File: config.mk
export PLATFORM = sky130hd
export DESIGN_NAME = bilevel_line_run_encoder
export DESIGN_NICKNAME = d
export VERILOG_FILES = /design/src/blre_pkg.sv /design/src/blre_lane.sv /design/src/blre_merge.sv /design/src/blre_queue.sv /design/src/bilevel_line_run_encoder.sv
export SDC_FILE = /design/constraint.sdc
export NUM_CORES = 2
export LEC_CHECK = 0
export BUFFER_PORTS_ARGS = -buffer_cell sky130_fd_sc_hd__buf_2
export CAP_MARGIN = 25
export CORE_ASPECT_RATIO = 1.5
export CORE_UTILIZATION = 35
export CTS_BUF_LIST = sky130_fd_sc_hd__clkbuf_4 sky130_fd_sc_hd__clkbuf_8
export DETAILED_ROUTE_END_ITERATION = 8
export GPL_ROUTABILITY_DRIVEN = 0
export MAX_ROUTING_LAYER = met4
export PLACE_DENSITY_LB_ADDON = 0.12
export SLEW_MARGIN = 20
export SYNTH_ARGS = -nofsm -noshare
export SYNTH_HDL_FRONTEND = slang
export SYNTH_SLANG_ARGS = --single-unit
File: constraint.sdc
create_clock -name clk -period 24.7 [get_ports clk]
set_input_delay 1.235 -clock clk [delete_from_list [all_inputs] [get_ports clk]]
set_output_delay 1.235 -clock clk [all_outputs]
set_load 0.05 [all_outputs]
File: src/blre_pkg.sv
// ----------------------------------------------------------------------------
// blre_pkg
// Shared types and constants of the bilevel line run encoder.
// ----------------------------------------------------------------------------
package blre_pkg;

	localparam int WORD_W    = 16;
	localparam int LANES     = 8;
	localparam int MAX_WORDS = 12;
	localparam int WIDX_W    = 4;
	localparam int Q_DEPTH   = 4;
	localparam int Q_PTR_W   = 2;
	localparam int Q_CNT_W   = 3;
	localparam int CIDX_W    = 4;

	localparam logic [WORD_W-1:0] LINE_END_CODE   = 16'hFFF0;
	localparam logic [WORD_W-1:0] RASTER_END_CODE = 16'hFFF2;

	localparam logic [CIDX_W-1:0] REG_LINE_WIDTH   = 4'd0;
	localparam logic [CIDX_W-1:0] REG_IMAGE_HEIGHT = 4'd1;

	localparam logic [WORD_W-1:0] LINE_WIDTH_RST   = 16'd1024;
	localparam logic [WORD_W-1:0] IMAGE_HEIGHT_RST = 16'd1024;

	typedef struct packed {
		logic              start;
		logic              close;
		logic [WORD_W-1:0] pos;
	} lane_t;

	typedef struct packed {
		logic [MAX_WORDS-1:0][WORD_W-1:0] words;
		logic [WIDX_W-1:0]                count;
	} group_t;

endpackage

File: src/blre_lane.sv
// ----------------------------------------------------------------------------
// blre_lane
// One pixel lane: position, width check and run start/close detection.
// ----------------------------------------------------------------------------
module blre_lane #(
	parameter int LANE = 0
) (
	input  logic [blre_pkg::WORD_W-1:0] base,
	input  logic [blre_pkg::WORD_W-1:0] width,
	input  logic                        pixel,
	input  logic                        open_in,
	output blre_pkg::lane_t             res,
	output logic                        open_out
);

	logic [blre_pkg::WORD_W-1:0] pos;
	logic                        inside_line;

	assign pos         = base + blre_pkg::WORD_W'(LANE + 1);
	assign inside_line = (pos <= width);

	assign res.pos   = pos;
	assign res.start = inside_line & pixel & ~open_in;
	assign res.close = inside_line & ~pixel & open_in;
	assign open_out  = inside_line ? pixel : open_in;

endmodule

File: src/blre_merge.sv
// ----------------------------------------------------------------------------
// blre_merge
// Combines the lane results of one byte into an ordered group of code words.
// ----------------------------------------------------------------------------
module blre_merge (
	input  blre_pkg::lane_t [blre_pkg::LANES-1:0] lanes,
	input  logic [blre_pkg::WORD_W-1:0]           first_in,
	input  logic [blre_pkg::WORD_W-1:0]           width,
	input  logic                                  tail,
	input  logic                                  line_end,
	input  logic                                  last_line,
	output blre_pkg::group_t                      grp
);

	always_comb begin
		logic [blre_pkg::WIDX_W-1:0] k;
		logic [blre_pkg::WORD_W-1:0] f;
		k = '0;
		f = first_in;
		grp.words = '0;
		for (int i = 0; i < blre_pkg::LANES; i++) begin
			if (lanes[i].start) begin
				f = lanes[i].pos;
			end
			if (lanes[i].close) begin
				grp.words[k] = f;
				grp.words[blre_pkg::WIDX_W'(k + 4'd1)] = lanes[i].pos - 16'd1;
				k = blre_pkg::WIDX_W'(k + 4'd2);
			end
		end
		// run still open at the line end stops at the width
		if (tail) begin
			grp.words[k] = f;
			grp.words[blre_pkg::WIDX_W'(k + 4'd1)] = width;
			k = blre_pkg::WIDX_W'(k + 4'd2);
		end
		if (line_end) begin
			grp.words[k] = blre_pkg::LINE_END_CODE;
			grp.words[blre_pkg::WIDX_W'(k + 4'd1)] =
				last_line ? blre_pkg::RASTER_END_CODE : blre_pkg::LINE_END_CODE;
			k = blre_pkg::WIDX_W'(k + 4'd2);
		end
		grp.count = k;
	end

endmodule

File: src/blre_queue.sv
// ----------------------------------------------------------------------------
// blre_queue
// Queue of word groups; its serializer hands out one word per unstalled cycle.
// ----------------------------------------------------------------------------
module blre_queue (
	input  logic                        clk,
	input  logic                        arst_n,
	input  logic                        push,
	input  blre_pkg::group_t            push_grp,
	output logic                        full,
	output logic                        code_valid,
	input  logic                        code_stall,
	output logic [blre_pkg::WORD_W-1:0] code_word,
	output logic                        last_word
);

	blre_pkg::group_t                 mem_q [blre_pkg::Q_DEPTH];
	logic [blre_pkg::Q_PTR_W-1:0]     wr_ptr_q;
	logic [blre_pkg::Q_PTR_W-1:0]     rd_ptr_q;
	logic [blre_pkg::Q_CNT_W-1:0]     cnt_q;
	logic [blre_pkg::WIDX_W-1:0]      idx_q;
	blre_pkg::group_t                 head;
	logic                             take;
	logic                             pop;

	assign head       = mem_q[rd_ptr_q];
	assign full       = (cnt_q == blre_pkg::Q_CNT_W'(blre_pkg::Q_DEPTH));
	assign code_valid = (cnt_q != '0);
	assign code_word  = head.words[idx_q];
	assign last_word  = (idx_q == head.count - 4'd1);
	assign take       = code_valid & ~code_stall;
	assign pop        = take & last_word;

	always_ff @(posedge clk) begin
		if (push) begin
			mem_q[wr_ptr_q] <= push_grp;
		end
	end

	always_ff @(posedge clk or negedge arst_n) begin
		if (!arst_n) begin
			wr_ptr_q <= '0;
			rd_ptr_q <= '0;
			cnt_q    <= '0;
			idx_q    <= '0;
		end else begin
			if (push) begin
				wr_ptr_q <= blre_pkg::Q_PTR_W'(wr_ptr_q + 1'b1);
			end
			if (pop) begin
				rd_ptr_q <= blre_pkg::Q_PTR_W'(rd_ptr_q + 1'b1);
				idx_q    <= '0;
			end else if (take) begin
				idx_q <= blre_pkg::WIDX_W'(idx_q + 1'b1);
			end
			if (push && !pop) begin
				cnt_q <= blre_pkg::Q_CNT_W'(cnt_q + 1'b1);
			end else if (pop && !push) begin
				cnt_q <= blre_pkg::Q_CNT_W'(cnt_q - 1'b1);
			end
		end
	end

endmodule

File: src/bilevel_line_run_encoder.sv
// ----------------------------------------------------------------------------
// bilevel_line_run_encoder
// Start/stop run-length encoder for a 1-bit raster, eight pixels per request.
//
// The pixel channel (pixel_valid, pixel_stall, pixel_byte) takes one byte of
// eight pixels, bit 7 leftmost. The code channel (code_valid, code_stall,
// code_word, last_word) returns, per byte, the start and stop positions of
// every run that closes in it, then the two line markers after the byte that
// ends a line. last_word marks the final word of each byte's group.
// Eight pixel lanes evaluate a byte combinationally; a merge stage orders the
// words of the byte into a group and a four-group queue feeds the serializer.
// A byte's words pass the stage-1 registers and the queue to code_word. A
// byte is taken every cycle while the queue has room; the code channel moves
// one word per cycle while code_stall is low. A stall on the code channel holds
// the current word; pixel_stall rises when the queue is full and the staged byte
// has words to push. Bytes that yield no words never enter the queue. Reset sets
// line_width and image_height to 1024, clears the pixel, run and line counters
// and empties the queue. Registers are written through cfg_write, cfg_index
// and cfg_data while the block is idle; the user must ensure it, nothing checks.
// ----------------------------------------------------------------------------
module bilevel_line_run_encoder #(
	parameter int MAX_LINE_PIXELS = 32768
) (
	input  logic                        clk,
	input  logic                        arst_n,
	input  logic                        cfg_write,
	input  logic [blre_pkg::CIDX_W-1:0] cfg_index,
	input  logic [blre_pkg::WORD_W-1:0] cfg_data,
	input  logic                        pixel_valid,
	output logic                        pixel_stall,
	input  logic [7:0]                  pixel_byte,
	output logic                        code_valid,
	input  logic                        code_stall,
	output logic [blre_pkg::WORD_W-1:0] code_word,
	output logic                        last_word
);

	localparam int POS_W = $clog2(MAX_LINE_PIXELS + 8);
	localparam logic [blre_pkg::WORD_W-1:0] MAX_W = blre_pkg::WORD_W'(MAX_LINE_PIXELS);

	logic [blre_pkg::WORD_W-1:0] line_width_q;
	logic [blre_pkg::WORD_W-1:0] image_height_q;
	logic [POS_W-1:0]            pixel_count_q;
	logic                        run_open_q;
	logic [POS_W-1:0]            run_first_q;
	logic [blre_pkg::WORD_W-1:0] line_count_q;

	logic [blre_pkg::WORD_W-1:0] width;
	logic [blre_pkg::WORD_W-1:0] base;
	logic [blre_pkg::WORD_W-1:0] consumed;
	logic                        line_end;
	logic                        last_line;
	logic                        tail;
	logic [blre_pkg::WORD_W-1:0] first_final;
	logic                        accept;
	logic                        q_full;
	logic                        push;

	blre_pkg::lane_t [blre_pkg::LANES-1:0] lanes;
	logic [blre_pkg::LANES:0]              open_chain;

	logic                                  valid_s1;
	blre_pkg::lane_t [blre_pkg::LANES-1:0] lanes_s1;
	logic [blre_pkg::WORD_W-1:0]           first_s1;
	logic [blre_pkg::WORD_W-1:0]           width_s1;
	logic                                  tail_s1;
	logic                                  line_end_s1;
	logic                                  last_s1;
	blre_pkg::group_t                      grp;

	assign width    = (line_width_q > MAX_W) ? MAX_W : line_width_q;
	assign base     = blre_pkg::WORD_W'(pixel_count_q);
	assign consumed = base + 16'd8;
	assign line_end = (consumed >= width);
	assign last_line = ({1'b0, line_count_q} + 17'd1) >= {1'b0, image_height_q};

	assign open_chain[0] = run_open_q;

	for (genvar i = 0; i < blre_pkg::LANES; i++) begin : g_lane
		blre_lane #(
			.LANE(i)
		) u_lane (
			.base    (base),
			.width   (width),
			.pixel   (pixel_byte[blre_pkg::LANES-1-i]),
			.open_in (open_chain[i]),
			.res     (lanes[i]),
			.open_out(open_chain[i+1])
		);
	end

	always_comb begin
		first_final = blre_pkg::WORD_W'(run_first_q);
		for (int i = 0; i < blre_pkg::LANES; i++) begin
			if (lanes[i].start) begin
				first_final = lanes[i].pos;
			end
		end
	end

	// open run whose start lies past a shrunk width is dropped
	assign tail = line_end & open_chain[blre_pkg::LANES] & (first_final <= width);

	assign pixel_stall = valid_s1 & (grp.count != '0) & q_full;
	assign accept      = pixel_valid & ~pixel_stall;
	assign push        = valid_s1 & (grp.count != '0) & ~q_full;

	always_ff @(posedge clk or negedge arst_n) begin
		if (!arst_n) begin
			line_width_q   <= blre_pkg::LINE_WIDTH_RST;
			image_height_q <= blre_pkg::IMAGE_HEIGHT_RST;
		end else if (cfg_write) begin
			case (cfg_index)
				blre_pkg::REG_LINE_WIDTH:   line_width_q   <= cfg_data;
				blre_pkg::REG_IMAGE_HEIGHT: image_height_q <= cfg_data;
				default: ;
			endcase
		end
	end

	always_ff @(posedge clk or negedge arst_n) begin
		if (!arst_n) begin
			pixel_count_q <= '0;
			run_open_q    <= 1'b0;
			run_first_q   <= '0;
			line_count_q  <= '0;
			valid_s1      <= 1'b0;
		end else begin
			valid_s1 <= accept | (valid_s1 & pixel_stall);
			if (accept) begin
				if (line_end) begin
					pixel_count_q <= '0;
					run_open_q    <= 1'b0;
					run_first_q   <= '0;
					line_count_q  <= last_line ? '0 : line_count_q + 16'd1;
				end else begin
					pixel_count_q <= POS_W'(consumed);
					run_open_q    <= open_chain[blre_pkg::LANES];
					run_first_q   <= POS_W'(first_final);
				end
			end
		end
	end

	always_ff @(posedge clk) begin
		if (accept) begin
			lanes_s1    <= lanes;
			first_s1    <= blre_pkg::WORD_W'(run_first_q);
			width_s1    <= width;
			tail_s1     <= tail;
			line_end_s1 <= line_end;
			last_s1     <= last_line;
		end
	end

	blre_merge u_merge (
		.lanes    (lanes_s1),
		.first_in (first_s1),
		.width    (width_s1),
		.tail     (tail_s1),
		.line_end (line_end_s1),
		.last_line(last_s1),
		.grp      (grp)
	);

	blre_queue u_queue (
		.clk       (clk),
		.arst_n    (arst_n),
		.push      (push),
		.push_grp  (grp),
		.full      (q_full),
		.code_valid(code_valid),
		.code_stall(code_stall),
		.code_word (code_word),
		.last_word (last_word)
	);

endmodule

==> qor.csv <==
stage;metric;value;unit
sta;fin crit share;48.3;%
worst_setup_path;FF-to-FF setup slack;12770;ps
clocking;CTS tree;built;
route;starting DRC count in detailed routing;4072;
floorplanning;Ports;52;
route;routed wire length;180000;um
clocking;clock latency on the worst-skew pair;900;ps
floorplanning;die area;0.143;sq mm
sta;fin. max-slew vios;0;
route;vias per cell;6.04;
clocking;clk slew on worst S/H paths;60;ps
finish;layout cells sized above 1;18.7;%
sta;Final Skew;56.5;ps
finish;NumNets Final;4045;
worst_setup_path;crit path kind;flip-flop to flip-flop;
synthesis;dominant synthesized flop cell;edfxtp_1;
clocking;Post-CTS Setup Bufs;0;
worst_setup_path;CP max stage delay;860;ps
synthesis;number of enable flip-flop cells after synthesis;871;
clocking;post_cts resized;0;
synthesis;cells after synthesis;3883;
floorplanning;Initial Utilization;35.2;%
route;drt first pass iters;7;
worst_setup_path;CP Launch Type;flip-flop;
finish;area grow syn2layout;11.1;%
sta;minimum clock period;11930;ps
sta;Setup Viol. Count Final;0;
synthesis;asr flop ratio synth;9.37;%
worst_hold_path;Tightest Hold Check Type;input port to asynchronous set/reset pin;
global_routing;total global-route track usage;25.8;%
finish;register area;0.0284;sq mm
clocking;TritonCTS buffer count;150;
synthesis;synth warn;0;
route;vias post-DR;35700;
worst_setup_path;worst flop-to-flop path startpoint;lanes_s1[16];
floorplanning;row count;169;
clocking;cts hold-fix bufs;0;
clocking;clock sink count;961;
worst_setup_path;critical path required time;25160;ps
floorplanning;Die X;310;um
sta;Worst Tran Pin Value;1240;ps
floorplanning;Core Box Area;0.141;sq mm
sta;RSZ-0062 raised after global routing;false;
run;maxcap violations;0;
route;DR DRC count;0;
route;post-route ant nets;0;
worst_setup_path;Max stage delay cell, worst path;buf_4;
synthesis;sequential area share after synthesis;57.2;%
clocking;CTS Buffer Depth;3;
global_routing;first-pass GRT wire length;258000;um
floorplanning;chip height;463;um
global_routing;initial antenna violation count;12;
sta;slew margin rel.;17.1;%
worst_setup_path;crit path capture type;flip-flop;
status;status;completed;
synthesis;cell area after synthesis;0.0497;sq mm
global_routing;Congestion Overflow GR;0;
clocking;CTS root buffer;clkbuf_8;
finish;Layout fillers;13400;
sta;Fin. Hold Viols;0;
worst_setup_path;CP arrival;12390;ps
synthesis;syn avg cell area;12.8;sq um
worst_setup_path;crit-path max FO;63;
placed_design;PortBufs;51;
sta;Peak Freq;0.0838;GHz
placed_design;hpwl dp;123000;um
sta;Final Hold Slack;273;ps
finish;area of the multi-input gates;0.0198;sq mm
worst_setup_path;CP startpoint;lanes_s1[16];
clocking;H-tree levels;4;
global_routing;largest net degree at the start of global routing;120;
sta;sum of negative setup slack;0;ps
global_routing;vias in the first global route;35900;
synthesis;Synth cell types;83;
worst_setup_path;CP most frequent cell;ha_1;
synthesis;Seq cells post-synth;961;
route;Routed WL per cell;30.4;um
-- path summary, 6_finish.rpt --
kind,endpoint,cells past startpoint
max reg2reg,u_queue.mem_q[3][163],32
min,image_height_q[3],1
min in group clk,first_s1[9],0
min reg2reg,first_s1[9],0
max,u_queue.mem_q[3][163],32
max in group asynchronous,u_queue.idx_q[0],2
-- placed cells by master, fill, tap and decap left out, types with 98 or more instances in the layout --
cell type,netlist,final
o21ai_0,240,238
a21oi_1,177,176
mux4_2,243,243
edfxtp_1,871,871
nand2_1,404,404
clkbuf_8,0,155
buf_4,2,115
inv_1,104,103
nor2_1,258,253
ha_1,98,98
-- metal layers --
| metal | vias up | part of all wire [%] | track usage (%) |
|---|---|---|---|
| met2 | 1854 | 47 | 40.2 |
| met3 | 628 | 7.9 | 5.22 |
| li1 | 15400 | - | - |
| met1 | 17900 | 39 | 31.1 |
| met4 | 0 | 6.4 | 14.7 |
| met5 | - | 0 | - |
-- cell usage after synthesis, drive strengths merged, types with 58 or more instances --
library cell  count  area share [%]
a21oi           177             1.8
o211ai           84             1.3
nor2            258             1.9
edfxtp          871              53
mux4            243              11
nand3            73            0.74
mux2i            75             1.5
nand2           405             3.1
o21ai           254             2.6
ha               98             2.5
buf              58            0.50
clkbuf          240             1.8
nor3             66            0.66
o221ai           60             1.1
dfrtp            88             4.4
inv             106            0.81
o22ai            80             1.0
-- flip-flops by register name, summed over array words and instances, names as in the netlist --
signal	count
u_queue.mem_q	780
lanes_s1	56
first_s1	16
image_height_q	16
line_count_q	16
line_width_q	16
run_first_q	16
width_s1	16
base	13
u_queue.idx_q	4
u_queue.cnt_q	3
u_queue.rd_ptr_q	2
u_queue.wr_ptr_q	2
last_s1	1
line_end_s1	1
run_open_q	1
tail_s1	1
valid_s1	1
-- layout make-up --
type	count	share of cell area, %
antenna	5	0.0227
clock inverter	72	0.877
tap	1881	4.27
multi-input combinational	2515	36.0
clock buffer	196	4.42
timing repair buffer	173	2.18
sequential	961	51.5
inverter	111	0.766
-- critical path, delay by kind of cell, from the launching register on --
family	cells	cell delay, ps
buffers and inverters	8	3050
adders and majority gates	7	2230
muxes	1	150
DFF	1	780
xor gates and xnor gates	2	390
AOI/OAI and AO/OA	7	2510
and+or+nand+nor	7	2120
-- per-stage QoR --
| step | cell area, sq um | cells | utilization (%) | worst slack (ps) |
|---|---|---|---|---|
| after floorplan | 49700 | 3885 | - | 12750 |
| after global placement | 52100 | 5629 | 37.0 | 12950 |
| after detailed placement | 52200 | 5636 | 37.0 | 12830 |
| after CTS | 55100 | 5904 | 39.1 | 12780 |
| after global routing | 55200 | 5914 | 39.1 | 11860 |
| final | 55200 | 5914 | 39.1 | 12770 |
-- cell families (layout without fill, tap and decap cells) --
kind of cell | count (synthesis) | in the layout | synth area share, %
multiplexers | 363 | 363 | 13.5
other | 2 | 9 | 0.0151
AND/OR/NAND/NOR | 987 | 987 | 8.88
AO/OA/AOI/OAI | 991 | 991 | 13.3
flip-flops | 961 | 961 | 57.2
XOR/XNOR | 70 | 70 | 1.37
adder cells (fa/ha/maj) | 100 | 100 | 2.55
buffers and inverters | 409 | 552 | 3.16
Power is left out: the tool's default activity adds up to more than one toggle a clock period on the data nets, which glitch-free logic cannot reach.
